===== src/rtl/rpt_pkg.sv =====
// ----------------------------------------------------------------------------
// rpt_pkg
// Shared types and constants of the radix page table walker: field widths,
// opcodes, status codes, walker states and the result record.
// ----------------------------------------------------------------------------
package rpt_pkg;

    // Field widths of one request and one result
    localparam int OP_W     = 2;
    localparam int VPN_W    = 45;
    localparam int PPN_W    = 52;
    localparam int STATUS_W = 2;
    localparam int ROOT_W   = 6;

    // Stored entry: page number above a valid bit
    localparam int ENTRY_W  = PPN_W + 1;

    // Stream payload widths, padded to whole bytes
    localparam int IN_DATA_W  = ((VPN_W + PPN_W + 7) / 8) * 8;
    localparam int OUT_DATA_W = ((PPN_W + 7) / 8) * 8;

    // Request opcodes
    localparam logic [OP_W-1:0] OP_QUERY = 2'd0;
    localparam logic [OP_W-1:0] OP_MAP   = 2'd1;
    localparam logic [OP_W-1:0] OP_UNMAP = 2'd2;

    // Result status codes
    localparam logic [STATUS_W-1:0] STAT_OK       = 2'd0;
    localparam logic [STATUS_W-1:0] STAT_NO_MAP   = 2'd1;
    localparam logic [STATUS_W-1:0] STAT_NO_FRAME = 2'd2;

    // Walker sequencer states
    typedef enum logic [2:0] {
        S_CLEAR,
        S_IDLE,
        S_LOOKUP,
        S_WALK,
        S_ZERO,
        S_LINK,
        S_DONE
    } walk_state_t;

    // One finished result
    typedef struct packed {
        logic [STATUS_W-1:0] status;
        logic [PPN_W-1:0]    found_ppn;
    } result_t;

endpackage


===== src/rtl/rpt_walker.sv =====
// ----------------------------------------------------------------------------
// rpt_walker
// Walk sequencer: clears the table after reset, walks the levels one read per
// cycle unless a map allocates and zeroes a frame, and updates the leaf entry.
// ----------------------------------------------------------------------------
module rpt_walker #(
    parameter int FRAME_COUNT = 64,
    parameter int LEVELS      = 5,
    parameter int INDEX_BITS  = 9,
    parameter int ADDR_W      = 15
) (
    input  logic                        clk,
    input  logic                        rst_n,
    // configuration
    input  logic                        cfg_wr_en,
    input  logic [rpt_pkg::ROOT_W-1:0]  cfg_wr_data,
    // request
    input  logic                        in_valid,
    output logic                        in_ready,
    input  logic [rpt_pkg::OP_W-1:0]    in_opcode,
    input  logic [rpt_pkg::VPN_W-1:0]   in_vpn,
    input  logic [rpt_pkg::PPN_W-1:0]   in_ppn,
    // result
    output logic                        res_valid,
    input  logic                        res_ready,
    output rpt_pkg::result_t            res,
    // table memory
    output logic                        mem_we,
    output logic [ADDR_W-1:0]           mem_waddr,
    output logic [rpt_pkg::ENTRY_W-1:0] mem_wdata,
    output logic                        mem_re,
    output logic [ADDR_W-1:0]           mem_raddr,
    input  logic [rpt_pkg::ENTRY_W-1:0] mem_rdata
);
    import rpt_pkg::*;

    localparam int FRAME_W   = $clog2(FRAME_COUNT);
    localparam int LVL_W     = $clog2(LEVELS);
    localparam int IDX_TOT   = LEVELS * INDEX_BITS;
    localparam int VPN_EXT_W = (IDX_TOT > VPN_W) ? IDX_TOT : VPN_W;
    localparam int FREE_MAX  = (FRAME_COUNT > 64) ? FRAME_COUNT : 64;
    localparam int FREE_W    = $clog2(FREE_MAX + 1);
    localparam int DEPTH     = FRAME_COUNT * (2 ** INDEX_BITS);
    localparam logic [ADDR_W-1:0]     LAST_ADDR = ADDR_W'(DEPTH - 1);
    localparam logic [LVL_W-1:0]      TOP_LVL   = LVL_W'(LEVELS - 1);
    localparam logic [FREE_W-1:0]     FC_FREE   = FREE_W'(FRAME_COUNT);
    localparam logic [PPN_W-1:0]      FC_PPN    = PPN_W'(FRAME_COUNT);

    // State and working registers
    walk_state_t          state_reg, state_next;
    logic [OP_W-1:0]      op_reg, op_next;
    logic [IDX_TOT-1:0]   vpn_reg, vpn_next;
    logic [PPN_W-1:0]     ppn_reg, ppn_next;
    logic [FRAME_W-1:0]   frame_reg, frame_next;
    logic [ADDR_W-1:0]    addr_reg, addr_next;
    logic [LVL_W-1:0]     depth_reg, depth_next;
    logic [FREE_W-1:0]    next_free_reg, next_free_next;
    logic [FRAME_W-1:0]   alloc_frame_reg, alloc_frame_next;
    logic [ADDR_W-1:0]    sweep_reg, sweep_next;
    logic [ROOT_W-1:0]    root_frame_reg;
    result_t              res_reg, res_next;

    // Decoded request and entry
    logic [VPN_EXT_W-1:0]  in_vpn_ext;
    logic [FREE_W-1:0]     root_ext;
    logic                  root_ok;
    logic                  op_ok;
    logic [LVL_W-1:0]      depth_dn;
    logic [INDEX_BITS-1:0] idx_cur;
    logic [INDEX_BITS-1:0] idx_down;
    logic [PPN_W-1:0]      ent_ppn;
    logic                  ent_v;
    logic                  link_ok;
    logic [FRAME_W-1:0]    link_frame;
    logic                  leaf;
    logic [FREE_W-1:0]     cand_frame;
    logic                  alloc_ok;
    logic                  zero_last;

    assign in_vpn_ext = VPN_EXT_W'(in_vpn);
    assign root_ext   = FREE_W'(root_frame_reg);
    assign root_ok    = root_ext < FC_FREE;
    assign op_ok      = (in_opcode == OP_QUERY) || (in_opcode == OP_MAP) ||
                        (in_opcode == OP_UNMAP);

    // Level indices, most significant index first
    assign depth_dn = depth_reg - LVL_W'(1);
    assign idx_cur  = vpn_reg[INDEX_BITS * depth_reg +: INDEX_BITS];
    assign idx_down = vpn_reg[INDEX_BITS * depth_dn +: INDEX_BITS];
    assign leaf     = (depth_reg == '0);

    // An intermediate entry links when nonzero and naming a real frame
    assign ent_ppn    = mem_rdata[ENTRY_W-1:1];
    assign ent_v      = mem_rdata[0];
    assign link_ok    = (|mem_rdata) && (ent_ppn < FC_PPN);
    assign link_frame = ent_ppn[FRAME_W-1:0];

    // Frame handout skips the current root frame
    assign cand_frame = (next_free_reg == root_ext) ? next_free_reg + FREE_W'(1)
                                                    : next_free_reg;
    assign alloc_ok   = cand_frame < FC_FREE;
    assign zero_last  = (sweep_reg[INDEX_BITS-1:0] == {INDEX_BITS{1'b1}});

    // Control registers
    always_ff @(posedge clk or negedge rst_n)
    begin
        if (!rst_n)
        begin
            state_reg      <= S_CLEAR;
            next_free_reg  <= '0;
            sweep_reg      <= '0;
            root_frame_reg <= '0;
        end
        else
        begin
            state_reg     <= state_next;
            next_free_reg <= next_free_next;
            sweep_reg     <= sweep_next;
            if (cfg_wr_en)
            begin
                root_frame_reg <= cfg_wr_data;
            end
        end
    end

    // Payload registers
    always_ff @(posedge clk)
    begin
        op_reg          <= op_next;
        vpn_reg         <= vpn_next;
        ppn_reg         <= ppn_next;
        frame_reg       <= frame_next;
        addr_reg        <= addr_next;
        depth_reg       <= depth_next;
        alloc_frame_reg <= alloc_frame_next;
        res_reg         <= res_next;
    end

    // Next state
    always_comb
    begin
        state_next = state_reg;
        case (state_reg)
            S_CLEAR:
            begin
                if (sweep_reg == LAST_ADDR)
                begin
                    state_next = S_IDLE;
                end
            end
            S_IDLE:
            begin
                if (in_valid)
                begin
                    state_next = (op_ok && root_ok) ? S_LOOKUP : S_DONE;
                end
            end
            S_LOOKUP:
            begin
                state_next = S_WALK;
            end
            S_WALK:
            begin
                if (leaf)
                begin
                    state_next = S_DONE;
                end
                else if (link_ok)
                begin
                    state_next = S_WALK;
                end
                else if ((op_reg == OP_MAP) && alloc_ok)
                begin
                    state_next = S_ZERO;
                end
                else
                begin
                    state_next = S_DONE;
                end
            end
            S_ZERO:
            begin
                if (zero_last)
                begin
                    state_next = S_LINK;
                end
            end
            S_LINK:
            begin
                state_next = S_LOOKUP;
            end
            S_DONE:
            begin
                if (res_ready)
                begin
                    state_next = S_IDLE;
                end
            end
            default:
            begin
                state_next = S_CLEAR;
            end
        endcase
    end

    // Datapath, memory access and handshake outputs
    always_comb
    begin
        op_next          = op_reg;
        vpn_next         = vpn_reg;
        ppn_next         = ppn_reg;
        frame_next       = frame_reg;
        addr_next        = addr_reg;
        depth_next       = depth_reg;
        next_free_next   = next_free_reg;
        alloc_frame_next = alloc_frame_reg;
        sweep_next       = sweep_reg;
        res_next         = res_reg;
        mem_we           = 1'b0;
        mem_waddr        = addr_reg;
        mem_wdata        = '0;
        mem_re           = 1'b0;
        mem_raddr        = {frame_reg, idx_cur};
        in_ready         = (state_reg == S_IDLE);
        res_valid        = (state_reg == S_DONE);

        case (state_reg)
            S_CLEAR:
            begin
                // wipe the whole table, one entry a cycle
                mem_we     = 1'b1;
                mem_waddr  = sweep_reg;
                sweep_next = sweep_reg + ADDR_W'(1);
            end
            S_IDLE:
            begin
                // capture the request and start at the root frame
                if (in_valid)
                begin
                    op_next    = in_opcode;
                    vpn_next   = in_vpn_ext[IDX_TOT-1:0];
                    ppn_next   = in_ppn;
                    frame_next = root_ext[FRAME_W-1:0];
                    depth_next = TOP_LVL;
                    res_next.found_ppn = '0;
                    res_next.status    = (op_ok && (in_opcode == OP_MAP)) ? STAT_NO_FRAME
                                                                          : STAT_NO_MAP;
                end
            end
            S_LOOKUP:
            begin
                mem_re    = 1'b1;
                mem_raddr = {frame_reg, idx_cur};
                addr_next = {frame_reg, idx_cur};
            end
            S_WALK:
            begin
                res_next.found_ppn = '0;
                res_next.status    = STAT_NO_MAP;
                if (leaf)
                begin
                    case (op_reg)
                        OP_QUERY:
                        begin
                            if (ent_v)
                            begin
                                res_next.status    = STAT_OK;
                                res_next.found_ppn = ent_ppn;
                            end
                        end
                        OP_UNMAP:
                        begin
                            if (ent_v)
                            begin
                                mem_we          = 1'b1;
                                mem_wdata       = {ent_ppn, 1'b0};
                                res_next.status = STAT_OK;
                            end
                        end
                        OP_MAP:
                        begin
                            mem_we          = 1'b1;
                            mem_wdata       = {ppn_reg, 1'b1};
                            res_next.status = STAT_OK;
                        end
                        default:
                        begin
                            res_next.status = STAT_NO_MAP;
                        end
                    endcase
                end
                else if (link_ok)
                begin
                    // follow the link, issuing the next level read now
                    mem_re     = 1'b1;
                    mem_raddr  = {link_frame, idx_down};
                    addr_next  = {link_frame, idx_down};
                    depth_next = depth_dn;
                end
                else if (op_reg == OP_MAP)
                begin
                    // take a frame; the counter advances past the root even on failure
                    next_free_next = alloc_ok ? cand_frame + FREE_W'(1) : cand_frame;
                    if (alloc_ok)
                    begin
                        alloc_frame_next = cand_frame[FRAME_W-1:0];
                        sweep_next       = '0;
                    end
                    else
                    begin
                        res_next.status = STAT_NO_FRAME;
                    end
                end
            end
            S_ZERO:
            begin
                // zero the new frame before it is linked
                mem_we     = 1'b1;
                mem_waddr  = {alloc_frame_reg, sweep_reg[INDEX_BITS-1:0]};
                sweep_next = sweep_reg + ADDR_W'(1);
            end
            S_LINK:
            begin
                // link the new frame and descend into it
                mem_we     = 1'b1;
                mem_wdata  = {PPN_W'(alloc_frame_reg), 1'b1};
                frame_next = alloc_frame_reg;
                depth_next = depth_dn;
            end
            S_DONE:
            begin
                res_next = res_reg;
            end
            default:
            begin
                res_next = res_reg;
            end
        endcase
    end

    assign res = res_reg;

    // No table write while waiting for a request
    assert property (@(posedge clk) disable iff (!rst_n)
        (state_reg == S_IDLE) |-> !mem_we)
        else $error("table written while idle");

    // The frame counter only moves upward
    assert property (@(posedge clk) disable iff (!rst_n)
        (next_free_reg != $past(next_free_reg)) |-> (next_free_reg > $past(next_free_reg)))
        else $error("frame counter moved backward");

    // A frame being zeroed exists
    assert property (@(posedge clk) disable iff (!rst_n)
        (state_reg == S_ZERO) |-> (FREE_W'(alloc_frame_reg) < FC_FREE))
        else $error("zeroing a frame beyond the table");

    // Every write stays inside the table
    assert property (@(posedge clk) disable iff (!rst_n)
        mem_we |-> (mem_waddr <= LAST_ADDR))
        else $error("table write out of range");

endmodule


===== config.mk =====
export PLATFORM = sky130hd
export DESIGN_NAME = rpt_walker
export DESIGN_NICKNAME = d
export VERILOG_FILES = /design/src/rtl/rpt_pkg.sv /design/src/rtl/rpt_walker.sv
export SDC_FILE = /design/constraint.sdc
export NUM_CORES = 1
export LEC_CHECK = 0
export BUFFER_PORTS_ARGS = -buffer_cell sky130_fd_sc_hd__buf_2
export CORE_MARGIN = 1.5
export CORE_UTILIZATION = 52
export DETAILED_ROUTE_END_ITERATION = 16
export GPL_TIMING_DRIVEN = 1
export HOLD_SLACK_MARGIN = 0.06
export PLACE_DENSITY = 0.8
export SLEW_MARGIN = 15
export SYNTH_ARGS = -nofsm -noshare
export SYNTH_HDL_FRONTEND = slang
export SYNTH_SLANG_ARGS = --single-unit

===== constraint.sdc =====
create_clock -name clk -period 4.8 [get_ports clk]
set_clock_uncertainty 0.05 [all_clocks]
set_input_delay 0.96 -clock clk [delete_from_list [all_inputs] [get_ports clk]]
set_output_delay 0.96 -clock clk [all_outputs]
set_load 0.01 [all_outputs]

==> flow_summary.toml <==
[clocking]
cts-root-buf = "clkbuf_16"
h-tree-depth = 1
clk_pin_slew_ps = 60
postCtsSetupRepairBufs = 0
ctsHoldBuffers = 0
cts_made_buffers = 23
clk_path_buf_depth = 3
clock_latency_ps = 510
tritoncts = "done"
clock_sinks = 214
ctsResizeCount = 0

[setup_path]
critPathCapture = "mem_raddr[9]"
reg2reg_to = "sweep_reg[8]"
crit_arrival_ps = 3290
reg2reg_slack_ps = 1620
r2r-start = "next_free_reg[0]"
max_stage_delay_ps = 660
path_cells = "buf_2, nor4_1, nand4_1, a2111oi_4, nand3_2, buf_4, mux2_2, buf_2"
critPathMaxFanout = 18
crit_path_start_kind = "primary input"
crit_required_ps = 3790
ff2ff_path_depth = 6
cp-end-kind = "output port"
startpoint = "mem_rdata[39]"
critical_path_class = "primary input to output port"
cpMaxStageDelayCell = "nor4_1"
crit_top_cell = "buf_2"

[power_and_ir_drop]
seq_power_share_pct = 43.2
sw_frac_of_total_pct = 33.0
pwr_density_cell_nw_per_um2 = 506
p_switching_mw = 2.12
ir_drop_v = 0.000305
clkPwrFrac_pct = 28.1
combPwrFrac_pct = 28.6
leakage_nw = 5.30
p_int_mw = 4.31

[global_route]
grtUsageTotal_pct = 28.3
grt_max_degree = 53
grt_use_met2_pct = 45.7
grt_use_met1_pct = 36.4
grt_antenna_before_repair = 7
grt-ovfl-total = 0
top_usage_layer = "met2"
use_met3_pct = 7.38
grt_pass1_wl_um = 43900
grt_pass1_vias = 7841

[status]
status = "finished, final reports clean"

[detailed_routing]
wl_per_cell_um = 20.4
drtIter0Drc = 715
dr.pass1.iters = 6
drt-vias-per-instance = 5.79
post-route-drc-count = 0
dr_total_vias = 8228
drt_wl_total_um = 29100
ant_nets = 0

[cells_and_area]
synthToLayoutAreaGrowth_pct = 24.8
largest_reg_flops = 54
fin_nets = 1308
layout-drive-gt1-share_pct = 34.6

[sta]
worst_slack_ps = 499
holdWs_ps = 459
finalSetupViolCount = 0
fin_crit_sh_pct = 89.6
max_slew_margin_pct = 17.9
clock.fmax_mhz = 232
finalSetupTns_ps = 0
fin_crit_ps = 4300
final-hold-violation-count = 0
rsz0062_at_grt = "false"
tightest_slew_ps = 1220
drv_slew = 0

[floorplan]
die_w_um = 143
dieArea_um2 = 20400
ios = 304
die_h_um = 143
num_rows = 51
start_util_pct = 52.7
core_region_area_um2 = 19300

[logic_synthesis]
yosysTopAreaCell = "edfxtp_1"
syn_area_um2 = 10200
yosysWarnings = 0
yosysSeqAreaShare_pct = 61.5
ys_async_sr_fraction_pct = 14.5
synth_edf_count = 183
synth_ff_type = "edfxtp_1"
ys_ff_latch = 214
synth_area_leaders = "edfxtp_1 (54%), dfrtp_1 (7.6%), a22oi_1 (4.6%)"
synth_cell_types = 59
avgSynthCellArea_um2 = 12.1
syn_nets = 1017
syn-instance-count = 844
yosysTopAreaCellShare_pct = 53.9

[placement]
io_buffers = 303
hpwl_um = 21000
dp_slack_ps = 483
gp_congestion = 0.939

[job]
maxCapViolCount = 0

[worst_hold_path]
hold_class = "primary input to asynchronous set/reset pin"
[synth_stat cells, types with 2 or more instances]
library cell  instances
a211oi_1              2
a21oi_1              26
a22oi_1              62
a31oi_1              13
and2_1               56
and3_1                4
and4_1                2
buf_2                 6
buf_6                 2
clkbuf_1             43
dfrtp_1              31
edfxtp_1            183
ha_1                 10
inv_1                15
mux2_2               14
mux2i_1              35
mux4_2                9
nand2_1             116
nand3_1              14
nand3_2               2
nand3b_1              2
nand4_1               7
nor2_1               74
nor3_1               18
nor4_1               13
o21ai_0              20
o22ai_1               2
o31ai_1               2
or3_1                 4
or4_4                 2
xnor2_1              14
xor2_1               13
xor2_2                2
[how the worst min path moves through the flow]
stage	end	slack [ps]	depth (start not counted)
after CTS	root_frame_reg[4]	470	1
after global routing	root_frame_reg[0]	510	1
final	root_frame_reg[4]	460	1
after floorplan	addr_reg[10]	460	2
after detailed placement	addr_reg[9]	520	2
after global placement	sweep_reg[9]	500	2
[critical path: cells and delay by family]
| kind | cells | cell delay [ps] |
|---|---|---|
| simple gates | 3 | 1020 |
| buf+inv | 3 | 530 |
| mux | 1 | 320 |
| compound gates | 1 | 450 |
[routing by layer]
| layer | routed length (um) | vias up |
|---|---|---|
| li1 | - | 3706 |
| met1 | 11300 | 3948 |
| met3 | 3060 | 80 |
| met2 | 13600 | 492 |
| met4 | 1050 | 2 |
| met5 | 10 | - |
[cells by family after synthesis]
family	synth area share, %
and+or+nand+nor	15.4
DFF	61.5
AOI/OAI and AO/OA	9.33
buffers and inverters	2.90
muxes	6.98
xor gates and xnor gates	2.64
adders and majority gates	1.23
[power by group through the flow]
stage	clock network (mW)	registers, mW	logic [mW]
2_1_floorplan	0	2.85	1.04
3_3_place_gp	0	2.79	1.80
3_5_place_dp	0	2.81	1.82
4_1_cts	1.83	2.78	1.84
5_1_grt	1.91	2.82	2.01
6_report	1.81	2.78	1.84
[area by class of cell]
class	count	area, um2
clock inverters	15	176
diodes	7	17.5
flip-flops and latches	214	6270
multi-input cells	561	3630
well taps	265	332
fillers	1519	6620
repair buffers	320	1640
inverters	15	58.8
clock buffers	25	583
[per-stage QoR]
stage                     area [um2]  total power, mW  util, %  instances
after floorplan                10200             3.89        -        844
after global placement         11900             4.59     61.7       1375
after detailed placement       11900             4.64     61.7       1375
after CTS                      12700             6.44     65.7       1415
after global routing           12700             6.74     65.7       1421
final                          12700             6.43     65.8       1422
[layout by cell type, fill, tap and decap left out, types with 3 or more instances in the layout]
| master | synthesis | routed |
|---|---|---|
| dfrtp_1 | 31 | 31 |
| a21oi_1 | 26 | 26 |
| mux4_2 | 9 | 9 |
| bufinv_16 | 0 | 4 |
| nand3_1 | 14 | 14 |
| nor3_1 | 18 | 18 |
| mux2i_1 | 35 | 35 |
| buf_2 | 6 | 303 |
| clkinv_1 | 0 | 4 |
| or3_1 | 4 | 4 |
| nand2_1 | 116 | 114 |
| nor4_1 | 13 | 13 |
| and2_1 | 56 | 55 |
| nor2_1 | 74 | 74 |
| a31oi_1 | 13 | 13 |
| o21ai_0 | 20 | 20 |
| xnor2_1 | 14 | 14 |
| diode_2 | 0 | 7 |
| edfxtp_1 | 183 | 183 |
| buf_4 | 1 | 17 |
| mux2_2 | 14 | 14 |
| ha_1 | 10 | 9 |
| a22oi_1 | 62 | 62 |
| clkbuf_16 | 0 | 23 |
| xor2_1 | 13 | 13 |
| inv_1 | 15 | 14 |
| and3_1 | 4 | 4 |
| nand2_2 | 1 | 3 |
| nand4_1 | 7 | 7 |
| clkinv_2 | 0 | 5 |
No activity file was read; power rests on OpenSTA's default activity.
